==> src/sv/pdec_pkg.sv <==
// Package: types, character codes and hex digit conversion for the percent decoder.
`timescale 1ns / 1ps

package pdec_pkg;

   localparam logic [7:0] CHAR_NUL     = 8'h00;
   localparam logic [7:0] CHAR_PCT     = 8'h25; // '%'
   localparam logic [7:0] CHAR_TWO     = 8'h32; // '2'
   localparam logic [7:0] CHAR_FIVE    = 8'h35; // '5'
   localparam logic [7:0] CHAR_COLON   = 8'h3A; // ':'
   localparam logic [7:0] CHAR_AT      = 8'h40; // '@'
   localparam logic [7:0] CHAR_LBRACK  = 8'h5B; // '['
   localparam logic [7:0] DIGIT_BASE   = 8'd48;
   localparam logic [7:0] UPPER_BASE   = 8'd55; // 'A' - 10
   localparam logic [7:0] LOWER_BASE   = 8'd87; // 'a' - 10
   localparam logic [15:0] LEN_MAX     = 16'hFFFF;
   localparam logic [15:0] CAP_MIN     = 16'd2;

   typedef enum logic [2:0] {
      PH_IDLE = 3'd0,
      PH_PCT  = 3'd1,
      PH_TWO  = 3'd2,
      PH_HI   = 3'd3,
      PH_LO   = 3'd4
   } phase_type;

   typedef struct packed {
      logic [7:0] in_byte;
      logic       in_last;
   } req_type;

   typedef struct packed {
      logic [7:0]  out_byte;
      logic        byte_valid;
      logic        done_res;
      logic [15:0] out_length;
   } rsp_type;

   // Any byte maps to a digit value, wrapping at 8 bits; a non-hex low digit
   // carries into the high nibble of the decoded byte.
   function automatic logic [7:0] hex_value(input logic [7:0] c);
      logic [7:0] v;
      if (c < CHAR_COLON) begin
         v = c - DIGIT_BASE;
      end else if (c > CHAR_AT && c < CHAR_LBRACK) begin
         v = c - UPPER_BASE;
      end else begin
         v = c - LOWER_BASE;
      end
      return v;
   endfunction

endpackage

==> src/sv/percent_decode_stream.sv <==
// Top level: streaming URL percent-escape decoder with one output register.
// A result is registered and appears on rsp_ in the cycle after the byte that causes it is taken.
// Throughput: one byte per cycle; the only back-pressure is a held output register.
// Escape state, count and discard flag update in the cycle a byte is taken.
// Reset is synchronous, active high: clears state, empties the output, max_size to 0.
`timescale 1ns / 1ps

module percent_decode_stream
   import pdec_pkg::*;
(
   input  logic        clock,
   input  logic        reset,
   input  logic        req_valid,
   output logic        req_stall,
   input  req_type     req_data,
   output logic        rsp_valid,
   input  logic        rsp_stall,
   output rsp_type     rsp_data,
   input  logic        csr_valid,
   output logic        csr_ready,
   input  logic [15:0] csr_data
);

   phase_type   phase_ff, phase_in;
   logic [3:0]  high_ff, high_in;
   logic [15:0] count_ff, count_in;
   logic        discard_ff, discard_in;
   logic [15:0] max_size_ff;
   logic        rsp_valid_ff, rsp_valid_in;
   rsp_type     rsp_data_ff, rsp_data_in;

   logic        accept;
   logic [7:0]  c;
   logic        last;
   logic [7:0]  lo;
   logic        active;
   logic        is_zero;
   logic        emit_now;
   logic        hold;
   logic [15:0] cnt_inc;
   logic        cap_hit;
   logic        res_valid;
   logic        res_done;
   logic        string_end;

   assign csr_ready = 1'b1;
   assign req_stall = rsp_valid_ff & rsp_stall;
   assign accept    = req_valid & ~req_stall;

   assign c       = req_data.in_byte;
   assign last    = req_data.in_last;
   assign lo      = hex_value(c);
   assign active  = accept & ~discard_ff;
   assign is_zero = (c == CHAR_NUL);

   assign cnt_inc = (count_ff == LEN_MAX) ? count_ff : count_ff + 16'd1;
   assign cap_hit = (max_size_ff >= CAP_MIN) && (cnt_inc == max_size_ff - 16'd1);

   // Byte that closes a character: plain byte, "%2" + non-'5', or low digit.
   always_comb begin
      case (phase_ff)
         PH_IDLE: emit_now = (c != CHAR_PCT);
         PH_PCT:  emit_now = 1'b0;
         PH_TWO:  emit_now = (c != CHAR_FIVE);
         PH_HI:   emit_now = 1'b0;
         default: emit_now = 1'b1;
      endcase
   end

   assign hold       = active & ~is_zero & ~emit_now;
   assign res_valid  = active & (is_zero | emit_now | last);
   assign res_done   = (active & ~is_zero & emit_now) ? (last | cap_hit) : 1'b1;
   assign string_end = res_valid & res_done;

   // Next state
   always_comb begin
      phase_in   = phase_ff;
      high_in    = high_ff;
      count_in   = count_ff;
      discard_in = discard_ff;
      if (accept && discard_ff) begin
         if (last) begin
            discard_in = 1'b0;
         end
      end else if (string_end) begin
         phase_in   = PH_IDLE;
         high_in    = 4'd0;
         count_in   = 16'd0;
         discard_in = ~last;
      end else if (active && emit_now) begin
         phase_in = PH_IDLE;
         count_in = cnt_inc;
      end else if (hold) begin
         case (phase_ff)
            PH_IDLE: phase_in = PH_PCT;
            PH_PCT: begin
               if (c == CHAR_TWO) begin
                  phase_in = PH_TWO;
               end else begin
                  phase_in = PH_LO;
                  high_in  = lo[3:0];
               end
            end
            PH_TWO: phase_in = PH_HI;
            PH_HI: begin
               phase_in = PH_LO;
               high_in  = lo[3:0];
            end
            default: phase_in = phase_ff;
         endcase
      end
   end

   // Result transaction
   always_comb begin
      rsp_data_in.byte_valid = active & ~is_zero & emit_now;
      rsp_data_in.done_res   = res_done;
      rsp_data_in.out_length = rsp_data_in.byte_valid ? cnt_inc : count_ff;
      rsp_data_in.out_byte   = 8'd0;
      if (rsp_data_in.byte_valid) begin
         case (phase_ff)
            PH_IDLE: rsp_data_in.out_byte = c;
            PH_TWO:  rsp_data_in.out_byte = {4'h2, 4'h0} + lo;
            default: rsp_data_in.out_byte = {high_ff, 4'h0} + lo;
         endcase
      end
   end

   assign rsp_valid_in = res_valid | (rsp_valid_ff & rsp_stall);

   always_ff @(posedge clock) begin
      if (reset) begin
         phase_ff     <= PH_IDLE;
         high_ff      <= 4'd0;
         count_ff     <= 16'd0;
         discard_ff   <= 1'b0;
         max_size_ff  <= 16'd0;
         rsp_valid_ff <= 1'b0;
      end else begin
         phase_ff     <= phase_in;
         high_ff      <= high_in;
         count_ff     <= count_in;
         discard_ff   <= discard_in;
         rsp_valid_ff <= rsp_valid_in;
         if (csr_valid && csr_ready) begin
            max_size_ff <= csr_data;
         end
      end
   end

   always_ff @(posedge clock) begin
      if (res_valid) begin
         rsp_data_ff <= rsp_data_in;
      end
   end

   assign rsp_valid = rsp_valid_ff;
   assign rsp_data  = rsp_data_ff;

endmodule

==> config.mk <==
export PLATFORM = sky130hd
export DESIGN_NAME = percent_decode_stream
export DESIGN_NICKNAME = d
export VERILOG_FILES = /design/src/sv/pdec_pkg.sv /design/src/sv/percent_decode_stream.sv
export SDC_FILE = /design/constraint.sdc
export NUM_CORES = 1
export LEC_CHECK = 0
export BUFFER_PORTS_ARGS = -buffer_cell sky130_fd_sc_hd__buf_2
export CORE_UTILIZATION = 45
export CTS_CLUSTER_SIZE = 24
export DETAILED_ROUTE_END_ITERATION = 8
export PLACE_DENSITY_LB_ADDON = 0.2
export SYNTH_ARGS = -nofsm -noshare
export SYNTH_HDL_FRONTEND = slang
export SYNTH_SLANG_ARGS = --single-unit
==> constraint.sdc <==
create_clock -name clock -period 3.61 [get_ports clock]
set_input_delay 0.5415 -clock clock [delete_from_list [all_inputs] [get_ports clock]]
set_output_delay 0.5415 -clock clock [all_outputs]
set_load 0.02 [all_outputs]
# After elaboration in Yosys (flattened, before gate mapping)
# Cells that the tools add are included.
dict set report classes {
  add_sub_neg 7
  mul 0
  div_mod_pow 0
  order_cmp 4
  n_eq_ne 11
  n_shift 0
  n_mux 22
  n_bitwise 18
  reduce_logical 17
}
# operator n
set op_table {}
lappend op_table {{two-way mux 16 bit} 4}
lappend op_table {{adder 16 x 1 -> 16 bit, second input constant} 1}
lappend op_table {{equality test 16 bit} 1}
lappend op_table {{equality test 16 bit, second input constant} 1}
lappend op_table {{>= comparator 16 x 2 -> 1 bit, second input constant} 1}
lappend op_table {{two-way mux 4 bit} 4}
lappend op_table {{two-way mux 8 bit} 2}
lappend op_table {{!= test 8 x 6 -> 1 bit, second input constant} 2}
lappend op_table {{case mux 8 bit (2 select lines)} 1}
lappend op_table {{subtractor 16 x 1 -> 16 bit, second input constant} 1}
lappend op_table {{subtractor 8 x 6 -> 8 bit, second input constant} 2}
lappend op_table {{two-way mux 3 bit} 4}
lappend op_table {{case mux 3 bit (4 select lines)} 1}
lappend op_table {{adder 6 x 8 -> 8 bit, first input constant} 1}
lappend op_table {{adder 8 bit} 1}
lappend op_table {{bitwise AND 1 bit} 8}
lappend op_table {{equality test 8 x 6 -> 1 bit, second input constant} 1}
lappend op_table {{> comparator 8 x 7 -> 1 bit, second input constant} 1}
lappend op_table {{zero test 8 bit} 1}
lappend op_table {{less-than comparator 8 x 6 -> 1 bit, second input constant} 1}
lappend op_table {{less-than comparator 8 x 7 -> 1 bit, second input constant} 1}
lappend op_table {{case mux 4 bit (2 select lines)} 1}
lappend op_table {{subtractor 8 x 7 -> 8 bit, second input constant} 1}
lappend op_table {{equality test 3 x 2 -> 1 bit, second input constant} 2}
lappend op_table {{16 further kinds} 35}
dict set report totals {
  register_bits 67
  latchBits 0
  ramBits 0
  mem_bits_ro 0
  in_bits 30
  output_inout_bits 29
  elab_cells 89
  n_memories 0
}

# Longest topological paths before layout
dict set report depth {
  depth_word 10
  ltp_mapped 16
}

# Worst setup path before layout
# OpenSTA, ideal clock, no wires.
dict set report synth_path {
  path_kind {input -> register}
  startpoint {input port req_data[1] (netlist bit)}
  endpoint {register rsp_data_ff, in the netlist rsp_data[25] (data pin)}
  arrival_ps 3050
  required_ps 3443
  slack_ps 393
  stages 14
  n_path_buf 0
  path_cell_list {ha_1 o211ai_1 nand4_1 a21o_1 ha_1 xnor2_1 a21oi_1 ha_1 a21o_1 a21oi_1 xor2_1 xnor2_1 nor2_1 a211oi_1}
}
dict set report synth_between {
  elab_chain_len 6
  word_cells_on_any_way 19
  classes_between {add/sub: 5; order compare: 3; eq/ne: 2; mux: 4; bitwise: 3; reduce/logical: 2}
}
# item line
set synth_lines {}
lappend synth_lines {{start: declaration} percent_decode_stream.sv:15} ;# input req_type req_data,
lappend synth_lines {{> comparator 8 x 7 -> 1 bit or less-than comparator 8 x 7 -> 1 bit (tied branches)} pdec_pkg.sv:45} ;# end else if (c > CHAR_AT && c < CHAR_LBRACK) begin
lappend synth_lines {{logical AND 1 bit} pdec_pkg.sv:45}
lappend synth_lines {{two-way mux 8 bit} pdec_pkg.sv:45}
lappend synth_lines {{two-way mux 8 bit} pdec_pkg.sv:43} ;# if (c < CHAR_COLON) begin
lappend synth_lines {{adder 8 bit or adder 6 x 8 -> 8 bit (tied branches)} {percent_decode_stream.sv:124, percent_decode_stream.sv:123}}
lappend synth_lines {{case mux 8 bit (2 select lines)} percent_decode_stream.sv:121} ;# case (phase_ff)
lappend synth_lines {{end signal: assignment} percent_decode_stream.sv:153} ;# rsp_data_ff <= rsp_data_in;
lappend synth_lines {{end: declaration} percent_decode_stream.sv:30} ;# rsp_type rsp_data_ff, rsp_data_in;
# Several ways; a longest one is shown, not always the timed one.
# A chain may end at the register's enable or synchronous reset.

# Worst setup path in the final report
dict set report layout_path {
  startpoint {register count_ff[5]}
  endpoint {register count_ff[11]}
}
dict set report layout_between {
  elab_chain_len 9
  word_cells_on_any_way 12
  classes_between {add/sub: 1; eq/ne: 2; mux: 4; bitwise: 2; reduce/logical: 3}
}
# item line
set layout_lines {}
lappend layout_lines {{start: declaration} percent_decode_stream.sv:26} ;# logic [15:0] count_ff, count_in;
lappend layout_lines {{start signal: assignment} percent_decode_stream.sv:142} ;# count_ff <= count_in;
lappend layout_lines {{adder 16 x 1 -> 16 bit or equality test 16 bit (tied branches)} percent_decode_stream.sv:56} ;# assign cnt_inc = (count_ff == LEN_MAX) ? count_ff : count_ff + 16'd1;
lappend layout_lines {{two-way mux 16 bit (*)} percent_decode_stream.sv:56}
lappend layout_lines {{equality test 16 bit} percent_decode_stream.sv:57} ;# assign cap_hit = (max_size_ff >= CAP_MIN) && (cnt_inc == max_size_ff - 16'd1);
lappend layout_lines {{logical AND 1 bit} percent_decode_stream.sv:57}
lappend layout_lines {{bitwise OR 1 bit} percent_decode_stream.sv:72} ;# assign res_done = (active & ~is_zero & emit_now) ? (last | cap_hit) : 1'b1;
lappend layout_lines {{two-way mux 1 bit} percent_decode_stream.sv:72}
lappend layout_lines {{bitwise AND 1 bit} percent_decode_stream.sv:73} ;# assign string_end = res_valid & res_done;
lappend layout_lines {{nonzero test 2 bit (no line)} --}
lappend layout_lines {{AND reduction 2 bit (no line)} --}
# Mark *: on every way between the ends. The rest lies on a longest branch, timed or not. The select of a mux whose other input is x is not followed.

==> flow_summary.toml <==
[sta]
tightest_slew_ps = 707.7
fin_crit_sh_pct = 90.81
drv_slew = 0
tns_ps = 0
max_freq_mhz = 305.0
rsz0062_at_grt = "false"
skew_ps = 11.26
fin_crit_ps = 3278
setup_violations = 0
hold_viol_final = 0
relSlewSlack_pct = 52.15

[yosys]
synth_flop_cell = "dfxtp_1"
synth_most_common_cell = "nor2_1"
syn-cell-area_um2 = 4375
synth_seq_area_share_pct = 36.60
syn_nets = 525
synth_common_cells = "55 x nor2_1, 48 x nand2_1, 43 x xnor2_1"
yosysTopAreaCell = "dfxtp_1"
ys_types = 60
synthCells = 478
synth_top_area_share_pct = 18.76
ys_seq_elements = 67
synth_area_leaders = "dfxtp_1 19%, edfxtp_1 18%, xnor2_1 8.6%"
synth_edf_count = 26
syn_area_per_cell_um2 = 9.154
synthArstFlopShare_pct = 0
yosys_warnings = 0

[drt]
avgRoutedWirePerCell_um = 15.46
avgViaCountPerCell = 5.431
vias = 3677
firstDrtPassIters = 5
ant_nets = 0
route.detailed.drc = 0
finalWirelength_um = 10470
dr.first_iter.drc_count = 217

[placed_design]
dpl.hpwl_um = 8161
port_buffers = 57
routabilityCongestion = 0.9379

[clocking]
htreeDepth = 3
clock_sinks = 67
clk_latency_ps = 350
cts_root_buf = "clkbuf_8"
cts.clk_slew.worst_paths_ps = 70
tritoncts = "built"
clockBufferDepth = 2
post-cts-setup-buffers = 0
numCtsBuffers = 9

[cells_and_area]
layout.nets = 590
area_growth_pct = 14.93
antenna_cells = 0
drive_gt1_share_pct = 19.89
post-route-util_pct = 53.91

[grt]
antenna_found_initial = 0
grt_util_met2_pct = 34.04
grt_first_pass_wirelength_um = 17420
grtUsageMet1_pct = 31.50
grtUsageTotal_pct = 22.14
grt_pass1_vias = 3533
gr-total-overflow = 0
busiest_layer = "met2"
grt_max_degree = 29
grt_util_met3_pct = 3.121

[critical_path]
startpoint_type = "register"
required_ps = 3850
path_class = "reg -> reg"
cp_max_fo = 7
cp_data_arrival_time_ps = 3520
endpoint_kind = "register"

[min_path]
worst_hold_path_type = "in -> reg"

[status]
run_status = "finished clean"

[floorplan]
start_util_pct = 46.91
dieArea_um2 = 10120
die_w_um = 100.6
core_region_area_um2 = 9328
die_y_um = 100.6
io_pins = 59
row_count = 35

[power_and_ir_drop]
leakagePower_nw = 2.125
peakVddDrop_v = 0.0002017
powerDensity_nw_per_um2 = 366.2

[job]
maxCapViolCount = 0
==> layout make-up <==
type	count	area, µm²
Clock buffer	13	148.9
Clock inverter	3	15.01
Fill cell	890	4299
Inverter	15	56.30
Multi-Input combinational cell	364	2542
Sequential cell	67	1602
Tap cell	129	161.4
Timing Repair Buffer	86	503.0
==> sequential cells by signal, indices dropped and copies added, names as in the netlist <==
| signal | flops |
|---|---|
| rsp_data | 26 |
| max_size_ff | 16 |
| phase_ff | 3 |
| high_ff | 4 |
| count_ff | 16 |
| discard_ff | 1 |
| rsp_valid | 1 |
==> worst max-delay path: stages (launching register included) <==
cell and delay (ps):
dfxtp_1 440, buf_4 210, nand3_1 120, nor4_1 400
mux2i_1 450, xnor2_1 140, or4b_4 560, nor4_4 320
buf_4 200, nor3_1 70, a22o_1 260
==> stage by stage <==
stage | hold slack, ps | worst slack [ps] | std cells | cell area (µm²) | power (mW)
CTS | 425.1 | 193.5 | 677 | 5025 | 1.859
global route | 432.6 | 105.2 | 677 | 5029 | 1.942
finish | 428.1 | 331.6 | 677 | 5029 | 1.841
global placement | 464.7 | 193.8 | 661 | 4861 | 1.307
floorplan | 452.0 | 393.3 | 478 | 4375 | 1.183
detailed placement | 482.6 | 86.05 | 661 | 4861 | 1.316
==> timing repair <==
action                                 CTS  global route
endpoints found under the hold margin    0             0
hold buffers                             0             0
setup endpoints to repair                0             6
resized for setup                        0             1
==> layout by cell type (no fill, tap or decap), drive strengths merged, types with 2 or more instances in the layout <==
cell / instances
xnor2: 43
nor4: 10
o31a: 2
nand3: 12
o31ai: 5
and4: 2
nand4: 15
a21o: 6
o32ai: 2
or4: 4
and3: 3
edfxtp: 26
xor2: 23
clkbuf: 13
nand2b: 3
buf: 86
nor4b: 2
a21oi: 8
clkinv: 3
o41ai: 3
ha: 16
o211ai: 2
dfxtp: 41
mux2i: 27
o21ai: 15
nand2: 48
inv: 15
nor3b: 2
a22o: 2
nor3: 14
nor2: 55
or3: 4
a211oi: 14
a31oi: 6
==> layer usage <==
metal | vias up | wire length (µm)
li1 | 1827 | -
met3 | 20 | 505
met1 | 1717 | 5033
met2 | 113 | 4697
met4 | 0 | 229
met5 | - | 0
==> report_power, final <==
| part | internal [mW] | switching, mW | total (mW) |
|---|---|---|---|
| combinational | 0.173 | 0.259 | 0.433 |
| sequential | 0.836 | 0.0288 | 0.865 |
| clock | 0.265 | 0.278 | 0.544 |
| total | 1.28 | 0.566 | 1.84 |
==> cell families (layout without fill, tap and decap cells) <==
| kind of cell | count (synthesis) | in the layout | share of synthesized area, % |
|---|---|---|---|
| simple gates | 180 | 180 | 21.33 |
| xor+xnor | 67 | 67 | 13.73 |
| flops | 67 | 67 | 36.60 |
| mux | 27 | 27 | 6.177 |
| compound gates | 72 | 72 | 11.67 |
| buf+inv | 47 | 117 | 5.375 |
| fa+ha+maj | 17 | 17 | 5.033 |
| other cells | 1 | 1 | 0.08571 |
==> final timing paths <==
| check | startpoint | end | depth (start not counted) | slack (ps) |
|---|---|---|---|---|
| worst min-delay path | csr_data[6] | max_size_ff[6] | 3 | 430 |
| worst max register to register | count_ff[5] | count_ff[11] | 10 | 330 |
| worst min register to register | discard_ff | discard_ff | 2 | 490 |
| worst max-delay path | count_ff[5] | count_ff[11] | 10 | 330 |
No activity file was read; power rests on OpenSTA's default activity.
